<file path="config.mk">
export PLATFORM = sky130hd
export DESIGN_NAME = telnet_iac_receive_filter
export DESIGN_NICKNAME = d
export VERILOG_FILES = /design/src/tirf_pkg.sv /design/src/tirf_front.sv /design/src/tirf_queue.sv /design/src/tirf_back.sv /design/src/telnet_iac_receive_filter.sv
export SDC_FILE = /design/constraint.sdc
export NUM_CORES = 1
export LEC_CHECK = 0
export CAP_MARGIN = 5
export CELL_PAD_IN_SITES_DETAIL_PLACEMENT = 0
export CELL_PAD_IN_SITES_GLOBAL_PLACEMENT = 1
export CORE_UTILIZATION = 55
export DETAILED_ROUTE_END_ITERATION = 8
export DONT_BUFFER_PORTS = 1
export PLACE_DENSITY = 0.86
export SYNTH_ARGS = -nofsm -noshare
export SYNTH_HDL_FRONTEND = slang
export SYNTH_SLANG_ARGS = --single-unit
</file>
<file path="constraint.sdc">
create_clock -name clk_i -period 8.3 [get_ports clk_i]
set_input_delay 1.66 -clock clk_i [delete_from_list [all_inputs] [get_ports clk_i]]
set_output_delay 1.66 -clock clk_i [all_outputs]
set_load 0.01 [all_outputs]
</file>
<file path="src/tirf_pkg.sv">
// Package with shared types, constants and byte tables of the telnet receive filter.
package tirf_pkg;

  localparam int NumSessionsDefault = 4;
  localparam int QueueDepth = 4;
  localparam int QueuePtrW = $clog2(QueueDepth);

  localparam logic [11:0] SubnegLimitReset = 12'd256;
  localparam logic [7:0] AcceptedOptionReset = 8'h03;

  localparam logic [7:0] TelIac  = 8'hFF;
  localparam logic [7:0] TelSb   = 8'hFA;
  localparam logic [7:0] TelSe   = 8'hF0;
  localparam logic [7:0] TelWill = 8'hFB;
  localparam logic [7:0] TelDo   = 8'hFD;
  localparam logic [7:0] TelDont = 8'hFE;
  localparam logic [7:0] TelEcho = 8'h01;
  localparam logic [7:0] TelSga  = 8'h03;
  localparam logic [7:0] TelEot  = 8'h04;

  localparam logic [1:0] CmdByte  = 2'd0;
  localparam logic [1:0] CmdOpen  = 2'd1;
  localparam logic [1:0] CmdClose = 2'd2;

  localparam logic RegSubnegLimit = 1'b0;
  localparam logic RegAcceptedOption = 1'b1;

  localparam logic DestConsole = 1'b0;
  localparam logic DestPeer = 1'b1;

  typedef struct packed {
    logic [1:0] cmd;
    logic [1:0] slot;
    logic [7:0] rx_byte;
  } in_t;

  typedef struct packed {
    logic [1:0] out_slot;
    logic       dest;
    logic [7:0] out_byte;
    logic       end_session;
    logic       last;
  } out_t;

  typedef enum logic [2:0] {
    PsData   = 3'd0,
    PsIac    = 3'd1,
    PsOption = 3'd2,
    PsSub    = 3'd3,
    PsSubIac = 3'd4
  } parse_e;

  typedef enum logic [1:0] {
    JobData  = 2'd0,
    JobGreet = 2'd1,
    JobBye   = 2'd2,
    JobReply = 2'd3
  } job_kind_e;

  typedef struct packed {
    job_kind_e  kind;
    logic [1:0] slot;
    logic [7:0] data;
    logic       accept;
  } job_t;

  function automatic logic [7:0] greet_byte(input logic [2:0] idx);
    logic [7:0] b;
    unique case (idx)
      3'd0: b = TelIac;
      3'd1: b = TelWill;
      3'd2: b = TelEcho;
      3'd3: b = TelIac;
      3'd4: b = TelWill;
      default: b = TelSga;
    endcase
    return b;
  endfunction

  function automatic logic [7:0] bye_byte(input logic [2:0] idx);
    logic [7:0] b;
    unique case (idx)
      3'd0: b = 8'h0D;
      3'd1: b = 8'h0A;
      3'd2: b = 8'h1B;
      3'd3: b = 8'h5B;
      3'd4: b = 8'h30;
      default: b = 8'h6D;
    endcase
    return b;
  endfunction

endpackage

</file>
<file path="src/tirf_front.sv">
// Front end: accepts session events, runs the per-session parser and issues output jobs.
module tirf_front #(
  parameter int NumSessions = tirf_pkg::NumSessionsDefault
) (
  input  logic             clk_i,
  input  logic             rst_ni,
  input  logic             in_valid_i,
  output logic             in_ready_o,
  input  tirf_pkg::in_t    in_data_i,
  input  logic [11:0]      subneg_limit_i,
  input  logic [7:0]       accepted_option_i,
  input  logic             q_full_i,
  output logic             q_push_o,
  output tirf_pkg::job_t   q_job_o
);
  import tirf_pkg::*;

  localparam int IdxW = (NumSessions > 1) ? $clog2(NumSessions) : 1;

  logic        open_q    [NumSessions];
  parse_e      state_q   [NumSessions];
  logic        will_q    [NumSessions];
  logic [12:0] count_q   [NumSessions];

  logic            accept;
  logic            slot_ok;
  logic [IdxW+1:0] slot_ext;
  logic [IdxW-1:0] idx;
  logic            upd;
  logic            open_d;
  parse_e          state_d;
  logic            will_d;
  logic [12:0]     count_d;
  logic [12:0]     count_inc;
  job_t            job;
  logic            push;
  logic [7:0]      b;

  assign in_ready_o = !q_full_i;
  assign accept     = in_valid_i && in_ready_o;
  assign slot_ext   = (IdxW + 2)'(in_data_i.slot);
  assign idx        = slot_ext[IdxW-1:0];
  assign slot_ok    = 32'(in_data_i.slot) < NumSessions;
  assign upd        = accept && slot_ok;
  assign b          = in_data_i.rx_byte;
  assign count_inc  = count_q[idx] + 13'd1;

  always_comb begin
    open_d  = open_q[idx];
    state_d = state_q[idx];
    will_d  = will_q[idx];
    count_d = count_q[idx];
    job     = '{kind: JobData, slot: in_data_i.slot, data: b, accept: 1'b0};
    push    = 1'b0;
    if (in_data_i.cmd == CmdOpen) begin
      open_d  = 1'b1;
      state_d = PsData;
      will_d  = 1'b0;
      count_d = '0;
      job.kind = JobGreet;
      push    = 1'b1;
    end else if (in_data_i.cmd == CmdClose) begin
      open_d  = 1'b0;
      state_d = PsData;
      will_d  = 1'b0;
      count_d = '0;
    end else if (in_data_i.cmd == CmdByte && open_q[idx]) begin
      unique case (state_q[idx])
        PsIac: begin
          if (b == TelIac) begin
            state_d = PsData;
            job.kind = JobData;
            push = 1'b1;
          end else if (b == TelSb) begin
            state_d = PsSub;
            count_d = '0;
          end else begin
            will_d  = (b == TelWill);
            state_d = PsOption;
          end
        end
        PsOption: begin
          if (will_q[idx]) begin
            job.kind   = JobReply;
            job.accept = (b == accepted_option_i);
            push       = 1'b1;
          end
          will_d  = 1'b0;
          state_d = PsData;
        end
        PsSub, PsSubIac: begin
          if (state_q[idx] == PsSub && b == TelIac) begin
            state_d = PsSubIac;
          end else if (state_q[idx] == PsSubIac && b == TelSe) begin
            state_d = PsData;
            count_d = '0;
          end else begin
            state_d = PsSub;
            count_d = count_inc;
            if (count_inc > {1'b0, subneg_limit_i}) begin
              state_d = PsData;
              count_d = '0;
            end
          end
        end
        default: begin
          state_d = PsData;
          if (b == TelIac) begin
            state_d = PsIac;
          end else if (b == TelEot) begin
            job.kind = JobBye;
            push    = 1'b1;
            open_d  = 1'b0;
            will_d  = 1'b0;
            count_d = '0;
          end else begin
            job.kind = JobData;
            push = 1'b1;
          end
        end
      endcase
    end
  end

  assign q_push_o = upd && push;
  assign q_job_o  = job;

  always_ff @(posedge clk_i or negedge rst_ni) begin
    if (!rst_ni) begin
      for (int i = 0; i < NumSessions; i++) begin
        open_q[i]  <= 1'b0;
        state_q[i] <= PsData;
        will_q[i]  <= 1'b0;
        count_q[i] <= '0;
      end
    end else if (upd) begin
      open_q[idx]  <= open_d;
      state_q[idx] <= state_d;
      will_q[idx]  <= will_d;
      count_q[idx] <= count_d;
    end
  end

endmodule

</file>
<file path="src/tirf_queue.sv">
// Small job queue between the parser front end and the output sequencer.
module tirf_queue (
  input  logic            clk_i,
  input  logic            rst_ni,
  input  logic            push_i,
  input  tirf_pkg::job_t  push_job_i,
  output logic            full_o,
  output logic            valid_o,
  output tirf_pkg::job_t  head_o,
  input  logic            pop_i
);
  import tirf_pkg::*;

  job_t                 mem_q [QueueDepth];
  logic [QueuePtrW-1:0] wr_q;
  logic [QueuePtrW-1:0] rd_q;
  logic [QueuePtrW:0]   cnt_q;
  logic                 do_push;
  logic                 do_pop;

  assign full_o  = cnt_q == (QueuePtrW + 1)'(QueueDepth);
  assign valid_o = cnt_q != '0;
  assign head_o  = mem_q[rd_q];
  assign do_push = push_i && !full_o;
  assign do_pop  = pop_i && valid_o;

  always_ff @(posedge clk_i) begin
    if (do_push) begin
      mem_q[wr_q] <= push_job_i;
    end
  end

  always_ff @(posedge clk_i or negedge rst_ni) begin
    if (!rst_ni) begin
      wr_q  <= '0;
      rd_q  <= '0;
      cnt_q <= '0;
    end else begin
      if (do_push) begin
        wr_q <= wr_q + 1'b1;
      end
      if (do_pop) begin
        rd_q <= rd_q + 1'b1;
      end
      if (do_push && !do_pop) begin
        cnt_q <= cnt_q + 1'b1;
      end else if (do_pop && !do_push) begin
        cnt_q <= cnt_q - 1'b1;
      end
    end
  end

endmodule

</file>
<file path="src/tirf_back.sv">
// Back end: expands each job into result transactions through an output register.
module tirf_back (
  input  logic            clk_i,
  input  logic            rst_ni,
  input  logic            q_valid_i,
  input  tirf_pkg::job_t  q_head_i,
  output logic            q_pop_o,
  output logic            out_valid_o,
  input  logic            out_ready_i,
  output tirf_pkg::out_t  out_data_o
);
  import tirf_pkg::*;

  job_t       cur_q;
  logic       cur_valid_q;
  logic [2:0] idx_q;
  out_t       out_q;
  logic       out_valid_q;
  out_t       item;
  logic       item_last;
  logic       load;
  logic       pop;

  always_comb begin
    item = '{out_slot: cur_q.slot, dest: DestPeer, out_byte: cur_q.data,
             end_session: 1'b0, last: 1'b0};
    item_last = 1'b0;
    unique case (cur_q.kind)
      JobData: begin
        item.dest = DestConsole;
        item_last = 1'b1;
      end
      JobGreet: begin
        item.out_byte = greet_byte(idx_q);
        item_last = idx_q == 3'd5;
      end
      JobBye: begin
        item.out_byte = bye_byte(idx_q);
        item_last = idx_q == 3'd5;
        item.end_session = item_last;
      end
      JobReply: begin
        if (idx_q == 3'd0) begin
          item.out_byte = TelIac;
        end else if (idx_q == 3'd1) begin
          item.out_byte = cur_q.accept ? TelDo : TelDont;
        end
        item_last = idx_q == 3'd2;
      end
    endcase
    item.last = item_last;
  end

  assign load        = cur_valid_q && (!out_valid_q || out_ready_i);
  assign pop         = q_valid_i && (!cur_valid_q || (load && item_last));
  assign q_pop_o     = pop;
  assign out_valid_o = out_valid_q;
  assign out_data_o  = out_q;

  always_ff @(posedge clk_i) begin
    if (load) begin
      out_q <= item;
    end
  end

  always_ff @(posedge clk_i or negedge rst_ni) begin
    if (!rst_ni) begin
      cur_q       <= '0;
      cur_valid_q <= 1'b0;
      idx_q       <= '0;
      out_valid_q <= 1'b0;
    end else begin
      if (pop) begin
        cur_q <= q_head_i;
      end
      if (load) begin
        out_valid_q <= 1'b1;
      end else if (out_ready_i) begin
        out_valid_q <= 1'b0;
      end
      if (pop) begin
        cur_valid_q <= 1'b1;
        idx_q       <= '0;
      end else if (load && item_last) begin
        cur_valid_q <= 1'b0;
      end else if (load) begin
        idx_q <= idx_q + 3'd1;
      end
    end
  end

endmodule

</file>
<file path="src/telnet_iac_receive_filter.sv">
// Top level of the telnet receive filter with its configuration registers.
//
//   Channel   Direction  Handshake          Payload
//   in        input      in_valid/in_ready  in_data_i  (cmd, slot, rx_byte)
//   out       output     out_valid/ready    out_data_o (out_slot, dest, out_byte, ...)
//   config    input      APB psel/penable   paddr, pwdata, prdata
//
// One event transaction is accepted per cycle while the four-entry job queue has room.
// With out_ready high, the output sequencer sends one result transaction per cycle:
// one for a data byte, three for an option reply and six for the greeting or the farewell.
// A job waits in the queue while the output is stalled, so input stalls only when it fills.
// Reset closes all sessions and restores the register defaults at once.
module telnet_iac_receive_filter #(
  parameter int NumSessions = tirf_pkg::NumSessionsDefault
) (
  input  logic            clk_i,
  input  logic            rst_ni,
  input  logic            in_valid_i,
  output logic            in_ready_o,
  input  tirf_pkg::in_t   in_data_i,
  output logic            out_valid_o,
  input  logic            out_ready_i,
  output tirf_pkg::out_t  out_data_o,
  input  logic            psel,
  input  logic            penable,
  input  logic            pwrite,
  input  logic [2:0]      paddr,
  input  logic [31:0]     pwdata,
  output logic [31:0]     prdata,
  output logic            pready
);
  import tirf_pkg::*;

  logic [11:0] subneg_limit_q;
  logic [7:0]  accepted_option_q;
  logic        cfg_write;
  logic        q_full;
  logic        q_push;
  job_t        q_job;
  logic        q_valid;
  job_t        q_head;
  logic        q_pop;

  assign pready    = 1'b1;
  assign cfg_write = psel && penable && pwrite && pready;
  assign prdata    = (paddr[2] == RegAcceptedOption) ? {24'd0, accepted_option_q}
                                                     : {20'd0, subneg_limit_q};

  always_ff @(posedge clk_i or negedge rst_ni) begin
    if (!rst_ni) begin
      subneg_limit_q    <= SubnegLimitReset;
      accepted_option_q <= AcceptedOptionReset;
    end else if (cfg_write) begin
      if (paddr[2] == RegSubnegLimit) begin
        subneg_limit_q <= pwdata[11:0];
      end else begin
        accepted_option_q <= pwdata[7:0];
      end
    end
  end

  tirf_front #(
    .NumSessions(NumSessions)
  ) u_front (
    .clk_i             (clk_i),
    .rst_ni            (rst_ni),
    .in_valid_i        (in_valid_i),
    .in_ready_o        (in_ready_o),
    .in_data_i         (in_data_i),
    .subneg_limit_i    (subneg_limit_q),
    .accepted_option_i (accepted_option_q),
    .q_full_i          (q_full),
    .q_push_o          (q_push),
    .q_job_o           (q_job)
  );

  tirf_queue u_queue (
    .clk_i      (clk_i),
    .rst_ni     (rst_ni),
    .push_i     (q_push),
    .push_job_i (q_job),
    .full_o     (q_full),
    .valid_o    (q_valid),
    .head_o     (q_head),
    .pop_i      (q_pop)
  );

  tirf_back u_back (
    .clk_i       (clk_i),
    .rst_ni      (rst_ni),
    .q_valid_i   (q_valid),
    .q_head_i    (q_head),
    .q_pop_o     (q_pop),
    .out_valid_o (out_valid_o),
    .out_ready_i (out_ready_i),
    .out_data_o  (out_data_o)
  );

endmodule

</file>
Yosys cells after proc, flatten, opt, wreduce, memory -nomap -nowiden
Memories as Yosys holds them, arrays and structs flattened. A register that Yosys moved wholly into a read port is not among the register bits.
Index checks and enable logic that the tools add are counted.
Storage, ports and cells
  flip-flop bits (word level): 117
  RAM bits: 52
  input bits: 54
  output and inout port bits: 48
  word-level logic and storage cells: 199
  memories: 1
Memory list
  u_queue.mem_q: words 4, bits a word 13, read ports 1, clocked after Yosys merged registers in 1, wr ports 1, RTL line tirf_queue.sv:14  | job_t mem_q [QueueDepth];
Cells by class
  $add $sub $neg: 6
  $lt $le $gt $ge: 3
  eq/ne operators: 22
  mux-type cells: 96
  bitwise operators: 2
  reduce and logical (&&, ||, !) cells: 40
Operators by type and width (count)
  13-bit two-way mux: 13
  52-bit bitwise mux: 1
  8-bit one-hot mux with 3 select lines: 2
  3-bit two-way mux: 14
  13-bit one-hot mux with 3 select lines: 1
  1-bit two-way mux: 38
  7-bit one-hot mux with 5 select lines: 1
  8-bit equality test, second input constant: 4
  13-bit binary-select mux with 2-bit select: 1
  13-bit demux with 2-bit select: 1
  2-bit two-way mux: 8
  8-bit two-way mux: 2
  1-bit logical AND: 15
  13-bit by 1-bit adder with 13-bit output, second input constant: 1
  13-bit by 12-bit greater-than comparator with 1-bit output: 1
  12-bit bitwise mux: 1
  3-bit by 2-bit equality test with 1-bit output, second input constant: 4
  3-bit equality test, second input constant: 4
  12-bit two-way mux: 1
  1-bit one-hot mux with 3 select lines: 3
  3-bit one-hot mux with 3 select lines: 1
  4-bit bitwise mux: 2
  8-bit by 3-bit equality test with 1-bit output, second input constant: 1
  8-bit equality test: 1
  other kinds (26): 48

Logic depth before layout (Yosys ltp)
Gate-level depths: netlist of the first run.
  depth after elaboration: 16
  gate-level depth with buffers: 18
  depth with buffers taken out: 14

Hierarchy
A second synthesis of the first run with hierarchy kept.
Second synthesis, totals
  cells, all modules: 844
  area, all modules: 9830.7 sq um
By module, submodules not included
  tirf_front: times used 1, cells an instance 514, area each 4673.2 sq um, seq. area each 1801.7 sq um
  tirf_queue: times used 1, cells an instance 103, area each 2326.0 sq um, seq. area each 1736.7 sq um
  tirf_back: times used 1, cells an instance 148, area each 1731.7 sq um, seq. area each 840.8 sq um
  telnet_iac_receive_filter: times used 1, cells an instance 79, area each 1099.8 sq um, seq. area each 504.2 sq um

Least setup slack after synthesis of the first run
Ideal clock, no wire load.
  path type: input-to-reg
  from: input in_data_i[8] (netlist bit)
  to: register u_front.count_q[43] (netlist bit)
  setup time: 0.067 ns
  arrival time: 5.351 ns
  slack: 2.883 ns
  stages on the path: 18
  path buffers: 4
  cells stage by stage: buf_6 > buf_8 > buf_4 > mux4_2 > ha_1 > nand3_1 > or2_2 > nor2_1 > xnor2_1 > ha_1 > a21o_1 > a21oi_1 > o311ai_0 > a221oi_4 > buf_6 > nand3_1 > a31oi_1 > mux2_2
On the way
  word-level cells in the longest chain between the ends: 14
  elaborated cells between the ends (all ways): 37
RTL lines
  start, declared: RTL line telnet_iac_receive_filter.sv:20  | input tirf_pkg::in_t in_data_i,
  2-bit inverter with 3-bit output (implied by the code) *
  13-bit binary-select mux with 2-bit select: RTL line tirf_front.sv:46, tirf_front.sv:52
  13-bit two-way mux (implied by the code) (2 in series): RTL line tirf_front.sv:46, tirf_front.sv:52
  13-bit by 1-bit adder with 13-bit output: RTL line tirf_front.sv:46  | assign count_inc = count_q[idx] + 13'd1;
  13-bit by 12-bit greater-than comparator with 1-bit output: RTL line tirf_front.sv:100  | if (count_inc > {1'b0, subneg_limit_i}) begin
  13-bit two-way mux: RTL line tirf_front.sv:100
  13-bit two-way mux: RTL line tirf_front.sv:94  | end else if (state_q[idx] == PsSubIac && b == TelSe) begin
  13-bit two-way mux: RTL line tirf_front.sv:92  | if (state_q[idx] == PsSub && b == TelIac) begin
  13-bit one-hot mux with 3 select lines: RTL line tirf_front.sv:68  | unique case (state_q[idx])
  13-bit two-way mux: RTL line tirf_front.sv:67  | end else if (in_data_i.cmd == CmdByte && open_q[idx]) begin
  13-bit two-way mux: RTL line tirf_front.sv:62  | end else if (in_data_i.cmd == CmdClose) begin
  13-bit two-way mux: RTL line tirf_front.sv:55  | if (in_data_i.cmd == CmdOpen) begin
  52-bit bitwise mux *: RTL line tirf_front.sv:140  | count_q[idx] <= count_d;
  end signal, assigned by index: RTL line tirf_front.sv:140
  end, declared: RTL line tirf_front.sv:23  | logic [12:0] count_q [NumSessions];
Mark *: on every way between the ends. The rest lies on a longest branch, timed or not. The select of a mux whose other input is x is not followed.
A chain may end at the register's enable or synchronous reset.

Worst setup path after layout of the first run
  from: input in_data_i[8] (netlist bit)
  to: register u_front.count_q[11] (netlist bit)
Same word-level chain as after synthesis.

==> impl_metrics.py, run 1 <==
metrics = {
    "die": {
        "num_rows": 47,
        "die_h_um": 132,
        "boundaryPins": 102,
        "coreArea_sq_um": 16500,
        "dieArea_sq_um": 17400,
        "die_w_um": 132,
        "start_util_pct": 56.1,
    },
    "finish": {
        "seqCellArea_sq_um": 4880,
        "drive_above_1_share_pct": 17.7,
        "area_delta_synth_final_pct": 6.83,
        "utilization_pct": 59.9,
        "n_fill_cell": 1292,
        "multiInputGateArea_sq_um": 4030,
        "finalNetCount": 828,
        "post-route-cell-area_sq_um": 9900,
        "final_common_cell": "dfrtp_1",
        "diodes": 0,
        "final_cell_mix": "dfrtp_1 (114), nand2_1 (78), edfxtp_1 (65)",
    },
    "placed_design": {
        "place_area_sq_um": 9320,
        "dp_hpwl_mm": 13.5,
        "gp_congestion": 0.856,
        "port_buffers": 0,
    },
    "clock_tree": {
        "clock_sinks": 182,
        "cts_buffer_depth": 2,
        "cts_max_level": 4,
        "ctsRootBufferMaster": "clkbuf_16",
        "clk_pin_slew_ns": 0.07,
        "cts_resized": 0,
        "cts_hold_buf": 0,
        "clock_latency_ns": 0.44,
        "cts_tree": "built",
        "cts_setup_buffers": 0,
        "cts_made_buffers": 17,
    },
    "pwr": {
        "powerDensity_nw_per_um2": 278,
        "p_leak_uw": 0.00409,
        "vdd_drop_max_uv": 154,
    },
    "global_route": {
        "grt_pass1_wl_mm": 32.0,
        "grt_pass1_vias": 6083,
        "grt_max_degree": 118,
        "gr-usage-all-layers_pct": 23.8,
        "gr-total-overflow": 0,
        "antenna_found_initial": 0,
    },
    "timing": {
        "rsz0062_at_grt": "false",
        "fmax_mhz": 175,
        "hold_viol_final": 0,
        "fin_setup_tns_ns": 0,
        "post-route-min-period_ns": 5.70,
        "slew_headroom_pct": 30.2,
        "setup_viol": 0,
        "worst_slew_pin_slew_ns": 1.04,
        "drv_slew": 0,
        "period_share_pct": 68.7,
        "fin_skew_ns": 0.0179,
    },
    "critical_path": {
        "path_cells": "mux4_2 > ha_1 > nand3_1 > or2_2 > nor2_1 > xnor2_1 > ha_1 > a21o_1 > a21oi_1 > o311ai_0 > a221oi_4 > nand2_2 > o41ai_2 > mux2_2",
        "crit_path_start_kind": "primary input",
        "max_stage_delay_ns": 0.71,
        "crit_type": "primary input to flop",
        "path_buf_inv": 0,
        "path_max_fanout": 28,
        "worstPathRequired_ns": 8.67,
        "cp_data_arrival_time_ns": 6.07,
        "crit_family": "compound AO/OA/AOI/OAI gates",
        "cp-end-kind": "flop",
        "critPathSlowestCell": "a221oi_4",
        "cpMostUsedCell": "ha_1",
    },
    "synthesis": {
        "seq_area_frac_synth_pct": 52.7,
        "avgSynthCellArea_sq_um": 12.2,
        "synth-async-reset-ratio_pct": 64.3,
        "synth_edf_count": 65,
        "synthTopCellsByArea": "dfrtp_1 (31%), edfxtp_1 (21%), mux2_2 (7.5%), mux4_2 (6.3%), ha_1 (3.8%)",
        "synthCells": 758,
        "ys_dominant_reg_cell": "dfrtp_1",
        "synth.cell_area_sq_um": 9270,
        "yosysUniqueCellTypes": 67,
        "yosys_warnings": 0,
        "yosysTopAreaCellShare_pct": 30.8,
        "ys_ff_latch": 182,
        "yosysTopAreaCell": "dfrtp_1",
    },
    "route": {
        "routed_wl_mm": 19.6,
        "ant_nets": 0,
        "wl_per_cell_um": 20.0,
        "avgViaCountPerCell": 6.16,
        "drc": 0,
        "drtIter0Drc": 419,
        "dr_total_vias": 6029,
        "first_pass_iters": 5,
    },
    "worst_hold_path": {
        "hp-class": "flop to flop",
    },
    "outcome": {
        "status": "finished, final reports clean",
    },
    "job": {
        "maxCapViolations": 0,
    },
}
-- cell type report --
type | instances | share of cell area, %
sequential | 182 | 49.3
multi-input combinational | 511 | 40.7
clock buffer | 22 | 4.92
tap | 220 | 2.78
inverter | 31 | 1.18
clock inverter | 10 | 0.948
timing repair buffer | 2 | 0.152
-- path summary, 6_finish.rpt --
kind | slack [ns] | startpoint | cells past startpoint | endpoint
setup / recovery | 2.60 | in_data_i[8] | 14 | u_front.count_q[11]$_DFFE_PN0P_
hold / removal | 0.47 | u_back.cur_q[9]$_DFFE_PN0P_ | 0 | u_back.out_data_o[11]$_DFFE_PP_
setup reg to reg | 3.52 | u_front.count_q[26]$_DFFE_PN0P_ | 14 | u_front.count_q[11]$_DFFE_PN0P_
hold reg to reg | 0.47 | u_back.cur_q[9]$_DFFE_PN0P_ | 0 | u_back.out_data_o[11]$_DFFE_PP_
max in group asynchronous | 7.18 | rst_ni | 0 | u_queue.cnt_q[0]$_DFFE_PN0P_
min in group asynchronous | 0.91 | rst_ni | 0 | accepted_option_q[4]$_DFFE_PN0P_
-- kinds of logic (layout without fill, tap and decap cells) --
| kind of cell | count (synthesis) | after routing | share of synthesized area [%] |
|---|---|---|---|
| fa+ha+maj | 29 | 29 | 4.00 |
| compound gates | 142 | 142 | 10.5 |
| flops | 182 | 182 | 52.7 |
| simple gates | 194 | 194 | 9.77 |
| mux | 96 | 96 | 15.6 |
| other cells | 2 | 21 | 0.0810 |
| buf+inv | 84 | 65 | 4.64 |
| xor+xnor | 29 | 29 | 2.74 |
-- stage by stage --
stage / power [uW] / hold slack, ns / setup slack (ns) / cells
5_1_grt: 2910 / 0.481 / 2.34 / 978
2_1_floorplan: 1820 / 0.421 / 2.88 / 777
6_report: 2760 / 0.467 / 2.60 / 978
3_5_place_dp: 1980 / 0.455 / 2.20 / 946
4_1_cts: 2770 / 0.470 / 2.64 / 978
3_3_place_gp: 1940 / 0.440 / 2.29 / 946
-- synthesized netlist by cell type (13+ instances only) --
cell type and count:
nand2_1 78, a21oi_1 24, mux4_2 26, inv_1 31
ha_1 28, o21ai_0 33, mux2_2 62, xnor2_1 17
a31oi_1 14, clkbuf_1 20, nor2_1 42, a22o_1 13
buf_4 22, edfxtp_1 65, dfrtp_1 114
-- state kept, by name (all words and copies together), names as in the netlist --
name	cells
accepted_option_q	8
subneg_limit_q	12
u_back.cur_q	13
u_back.cur_valid_q	1
u_back.idx_q	3
u_back.out_data_o	13
u_back.out_valid_o	1
u_front.count_q	52
u_front.open_q	4
u_front.state_q	12
u_front.will_q	4
u_queue.cnt_q	3
u_queue.mem_q	52
u_queue.rd_q	2
u_queue.wr_q	2
-- power breakdown --
part,switching (uW),total [uW],internal [uW]
combinational,389,710,321
clock,338,788,451
sequential,143,1260,1120
-- layer usage --
layer	GRT usage, %	vias to the layer above	routed length (um)
li1	-	2731	-
met1	32.7	3064	8610
met2	38.7	218	9610
met3	5.04	16	1130
met4	6.65	0	214
met5	0	-	0
Power figures use the tool's default switching activity.
==> inputs of run 2 (changes only) <==
- CORE_UTILIZATION: 55 -> 47
- PLACE_DENSITY: 0.86 -> 0.78
- clock period: 8.3 -> 4.8 ns (I/O delays scaled with it)
==> run 2 against run 1 <==
Against the previous run: clock skew is 0.0061 ns lower; design area is 1.5% higher; global-route usage is 3.2 points lower; combinational power is 72% higher; power is 73% higher; critical path type unchanged.
==> impl_metrics.py, run 2 (same netlist as run 1, synthesis figures left out) <==
metrics = {
    "outcome": {
        "status": "finished, final reports clean",
    },
    "placed_design": {
        "dp_hpwl_mm": 14.0,
        "post-place-ws_ns": 0.00760,
        "gp_congestion": 0.848,
        "port_buffers": 0,
    },
    "critical_path": {
        "reg2reg_depth": 15,
        "crit_type": "primary input to flop",
        "path_cells": "mux4_2 > ha_1 > nand3_1 > or2_2 > nor2_1 > xnor2_1 > ha_1 > a21o_1 > a21oi_1 > o311ai_0 > a221oi_4 > buf_4 > nand3_1 > a31oi_1 > mux2_2",
        "max_stage_delay_ns": 0.55,
        "cp.depth": 15,
        "worstPathRequired_ns": 5.17,
        "crit_path_start_kind": "primary input",
        "path_buf_inv": 1,
        "path_max_fanout": 28,
        "cp_data_arrival_time_ns": 4.84,
        "cp-end-kind": "flop",
        "critPathSlowestCell": "mux4_2",
        "crit_family": "compound AO/OA/AOI/OAI gates",
    },
    "die": {
        "start_util_pct": 48.7,
        "dieArea_sq_um": 20300,
        "boundaryPins": 102,
        "num_rows": 50,
        "coreArea_sq_um": 19000,
        "die_w_um": 142,
        "die_h_um": 142,
    },
    "clock_tree": {
        "clock_latency_ns": 0.43,
        "cts_setup_buffers": 0,
        "cts_max_level": 4,
        "ctsRootBufferMaster": "clkbuf_16",
        "clock_sinks": 182,
        "cts_hold_buf": 0,
        "clk_pin_slew_ns": 0.08,
        "cts_buffer_depth": 2,
        "cts_made_buffers": 17,
        "cts_resized": 0,
        "cts_tree": "built",
    },
    "finish": {
        "final_common_cell": "dfrtp_1",
        "drive_above_1_share_pct": 19.2,
        "final_cell_mix": "dfrtp_1 (114), nand2_1 (78), edfxtp_1 (65)",
        "n_fill_cell": 1598,
        "top_regs": "u_front.count_q x52, u_queue.mem_q x52",
        "area_delta_synth_final_pct": 8.45,
        "diodes": 0,
        "finalNetCount": 840,
    },
    "route": {
        "wl_per_cell_um": 19.2,
        "drc": 0,
        "routed_wl_mm": 19.7,
        "ant_nets": 0,
        "dr_total_vias": 6027,
        "first_pass_iters": 5,
        "drtIter0Drc": 457,
        "avgViaCountPerCell": 5.85,
    },
    "pwr": {
        "vdd_drop_max_uv": 196,
        "p_leak_uw": 0.00415,
        "powerDensity_nw_per_um2": 475,
    },
    "timing": {
        "slew_headroom_pct": 32.2,
        "fin_setup_tns_ns": 0,
        "rsz0062_at_grt": "false",
        "fin_skew_ns": 0.0118,
        "drv_slew": 0,
        "hold_viol_final": 0,
        "setup_viol": 0,
        "period_share_pct": 93.2,
        "worst_slew_pin_slew_ns": 1.01,
        "fmax_mhz": 224,
        "layout_setup_ws_ns": 0.328,
        "post-route-min-period_ns": 4.47,
    },
    "global_route": {
        "antenna_found_initial": 0,
        "gr-usage-all-layers_pct": 20.7,
        "grt_pass1_vias": 6053,
        "grt_max_degree": 118,
        "gr-total-overflow": 0,
        "grt_pass1_wl_mm": 31.7,
    },
    "job": {
        "maxCapViolations": 0,
    },
    "worst_hold_path": {
        "hp-class": "primary input to asynchronous set/reset pin",
    },
}
[run 2: worst paths after layout]
check / slack (ns) / to / from
hold / removal: 0.22 / subneg_limit_q[3]$_DFFE_PN0P_ / rst_ni
setup reg to reg: 0.51 / u_front.count_q[30]$_DFFE_PN0P_ / u_front.count_q[1]$_DFFE_PN0P_
max in group asynchronous: 4.38 / u_queue.rd_q[0]$_DFFE_PN0P_ / rst_ni
setup / recovery: 0.33 / u_front.count_q[30]$_DFFE_PN0P_ / in_data_i[8]
min in group clk_i: 0.46 / u_back.out_data_o[12]$_DFFE_PP_ / u_back.cur_q[10]$_DFFE_PN0P_
hold reg to reg: 0.46 / u_back.out_data_o[12]$_DFFE_PP_ / u_back.cur_q[10]$_DFFE_PN0P_
[run 2: per-stage QoR]
stage / util (%) / power, uW / cell area (sq um) / hold slack [ns] / cells
final: 52.9 / 4780 / 10100 / 0.216 / 1030
after global routing: 52.9 / 5050 / 10100 / 0.197 / 1030
after CTS: 52.9 / 4820 / 10100 / 0.201 / 1030
after detailed placement: 49.7 / 3430 / 9460 / 0.443 / 998
after global placement: 49.7 / 3360 / 9460 / 0.436 / 998
after floorplan: - / 3140 / 9340 / 0.421 / 777
[run 2: cell type report]
cell class,instances,area (sq um),area share [%]
multi-input combinational,511,4030,40.1
inverter,31,116,1.16
clock inverter,15,170,1.69
sequential,182,4880,48.6
clock buffer,17,425,4.23
tap,260,325,3.24
timing repair buffer,14,105,1.05
[run 2: power breakdown]
part / internal (uW) / switching [uW]
Combinational: 561 / 663
Clock: 706 / 675
Sequential: 1930 / 244
[run 2: metal layers]
layer	track usage [%]	share of wire (%)	up-vias
li1	-	-	2756
met1	27.8	44	3019
met5	0	0	-
met2	33.4	47	227
met3	4.31	7.1	25
met4	6.62	1.3	0
==> inputs of run 3 (changes only) <==
- CELL_PAD_IN_SITES_DETAIL_PLACEMENT: 0 -> not set
- CELL_PAD_IN_SITES_GLOBAL_PLACEMENT: 1 -> not set
- CORE_MARGIN: not set -> 2
- CORE_UTILIZATION: 47 -> 55
- PLACE_DENSITY: 0.78 -> 0.75
- TNS_END_PERCENT: not set -> 50
==> run 3 against run 2 <==
Against the previous run: core utilization is 7.7 points higher; sequential power hardly changed; maximum frequency increased by 2.4%; count of clock-buffer cells in the layout up 2; design area is 0.42% lower; worst hold slack improved by 0.0021 ns; die area fell by 12%; first-iteration DRC count rose by 32%; clock power hardly changed; flip-flop and latch count unchanged; register-to-register slack better by 0.08 ns; sequential share of layout area up 0.21 points; critical path type unchanged.
==> impl_metrics.py, run 3 (same netlist as run 1, synthesis figures left out) <==
metrics = {
    "outcome": {
        "status": "finished, final reports clean",
    },
    "clock_tree": {
        "ctsRootBufferMaster": "clkbuf_16",
        "cts_setup_buffers": 0,
        "clock_latency_ns": 0.44,
        "cts_max_level": 4,
        "cts_tree": "built",
        "clk_pin_slew_ns": 0.06,
        "cts_buffer_depth": 2,
        "cts_made_buffers": 17,
        "cts_hold_buf": 0,
        "clock_sinks": 182,
        "cts_resized": 0,
    },
    "critical_path": {
        "path_cells": "mux4_2 > ha_1 > nand3_1 > or2_2 > nor2_1 > xnor2_1 > ha_1 > a21o_1 > a21oi_1 > o311ai_0 > a221oi_4 > buf_4 > a22oi_1 > o22ai_1 > mux2_2",
        "cpMostUsedCell": "ha_1",
        "cp_data_arrival_time_ns": 4.74,
        "path_buf_inv": 1,
        "worstPathRequired_ns": 5.17,
        "cp-end-kind": "flop",
        "startpoint": "in_data_i[8]",
        "crit_family": "compound AO/OA/AOI/OAI gates",
        "rrSetupSlack_ns": 0.59,
        "cp.depth": 15,
        "reg2reg_depth": 15,
        "crit_path_start_kind": "primary input",
        "critPathSlowestCell": "mux4_2",
        "worstSetupEndpoint": "u_front.state_q[0]$_DFFE_PN0P_",
        "max_stage_delay_ns": 0.55,
        "worstReg2RegEnd": "u_front.state_q[0]$_DFFE_PN0P_",
        "path_max_fanout": 28,
        "timing.rr.start": "u_front.count_q[1]$_DFFE_PN0P_",
        "crit_type": "primary input to flop",
    },
    "pwr": {
        "seq_power_share_pct": 45.6,
        "p_leak_uw": 0.00417,
        "vdd_drop_max_uv": 314,
        "combPwrFrac_pct": 26.1,
        "p_int_uw": 3250,
        "switching_share_pct": 32.2,
        "p_sw_uw": 1540,
        "power_frac_clock_pct": 28.3,
        "powerDensity_nw_per_um2": 479,
    },
    "finish": {
        "area_delta_synth_final_pct": 7.99,
        "diodes": 0,
        "final_cell_mix": "dfrtp_1 (114), nand2_1 (78), edfxtp_1 (65)",
        "instances_no_fill": 994,
        "drive_above_1_share_pct": 19.4,
        "final_common_cell": "dfrtp_1",
        "top_regs": "u_front.count_q x52, u_queue.mem_q x52",
        "finalNetCount": 844,
    },
    "placed_design": {
        "port_buffers": 0,
        "dp_hpwl_mm": 14.4,
        "place_inst": 962,
        "gp_congestion": 0.859,
        "post-place-ws_ns": 0.0279,
    },
    "timing": {
        "fin_skew_ns": 0.0103,
        "slew_headroom_pct": 35.4,
        "hold_viol_final": 0,
        "worst_slew_pin_slew_ns": 0.967,
        "rsz0062_at_grt": "false",
        "drv_slew": 0,
        "fin_setup_tns_ns": 0,
        "post-route-min-period_ns": 4.37,
        "setup_viol": 0,
        "fmax_mhz": 229,
        "layout_setup_ws_ns": 0.431,
        "period_share_pct": 91.0,
    },
    "route": {
        "ant_nets": 0,
        "dr_total_vias": 6214,
        "drtIter0Drc": 605,
        "drc": 0,
        "avgViaCountPerCell": 6.25,
        "routed_wl_mm": 20.5,
        "wl_per_cell_um": 20.6,
        "first_pass_iters": 5,
    },
    "global_route": {
        "grt_pass1_wl_mm": 32.9,
        "grt_max_degree": 118,
        "gr-total-overflow": 0,
        "grt_pass1_vias": 6338,
        "gr-usage-all-layers_pct": 23.8,
        "antenna_found_initial": 0,
    },
    "die": {
        "dieArea_sq_um": 17900,
        "boundaryPins": 102,
        "die_h_um": 134,
        "die_w_um": 134,
        "start_util_pct": 56.1,
        "num_rows": 47,
        "coreArea_sq_um": 16500,
    },
    "worst_hold_path": {
        "hp-class": "primary input to asynchronous set/reset pin",
    },
    "job": {
        "maxCapViolations": 0,
    },
}
==> run 3: through the flow <==
step	area (sq um)	power, uW	hold slack [ns]	utilization [%]
6_report	10000	4790	0.218	60.6
5_1_grt	10000	5040	0.195	60.6
3_5_place_dp	9440	3450	0.443	57.1
4_1_cts	10000	4810	0.206	60.6
2_1_floorplan	9340	3140	0.421	-
3_3_place_gp	9440	3360	0.447	57.1
==> run 3: per-layer routing <==
layer | share of wire, % | vias up | GRT usage (%) | wire length (um)
met4 | 1.9 | 0 | 8.33 | 398
met5 | 0 | - | 0 | 0
met1 | 42 | 3128 | 32.3 | 8540
met2 | 48 | 300 | 37.7 | 9780
li1 | - | 2750 | - | -
met3 | 8.6 | 36 | 6.16 | 1760
==> run 3: area by class of cell <==
type | instances | area [sq um]
clock inverters | 13 | 119
repair buffers | 18 | 135
fillers | 1275 | 6520
multi-input cells | 511 | 4030
inverters | 31 | 116
flip-flops and latches | 182 | 4880
clock buffers | 19 | 454
well taps | 220 | 275
==> run 3: power by group through the flow <==
stage               Sequential (uW)  Clock [uW]  Combinational (uW)
CTS                            2190        1370                1250
floorplan                      2100           0                1040
global placement               2190           0                1170
detailed placement             2220           0                1230
global route                   2220        1430                1380
finish                         2190        1350                1250
==> run 3: worst min-delay path by stage <==
stage,start,endpoint,slack (ns),depth (start not counted)
after global placement,u_back.cur_q[10]$_DFFE_PN0P_,u_back.out_data_o[12]$_DFFE_PP_,0.45,0
after floorplan,u_back.cur_q[9]$_DFFE_PN0P_,u_back.out_data_o[11]$_DFFE_PP_,0.42,0
final,rst_ni,subneg_limit_q[9]$_DFFE_PN0P_,0.22,0
after detailed placement,u_back.cur_q[10]$_DFFE_PN0P_,u_back.out_data_o[12]$_DFFE_PP_,0.44,0
after global routing,rst_ni,subneg_limit_q[11]$_DFFE_PN0P_,0.20,0
after CTS,rst_ni,subneg_limit_q[7]$_DFFE_PN0P_,0.21,0
==> run 3: worst register-to-register path, cell delays in order, from the launching register on <==
cell,delay [ns]
dfrtp_1,0.39
mux4_2,0.54
ha_1,0.24
nand3_1,0.16
or2_2,0.19
nor2_1,0.06
xnor2_1,0.22
ha_1,0.29
a21o_1,0.18
a21oi_1,0.20
o311ai_0,0.30
a221oi_4,0.38
buf_4,0.25
a22oi_1,0.12
o22ai_1,0.38
mux2_2,0.23
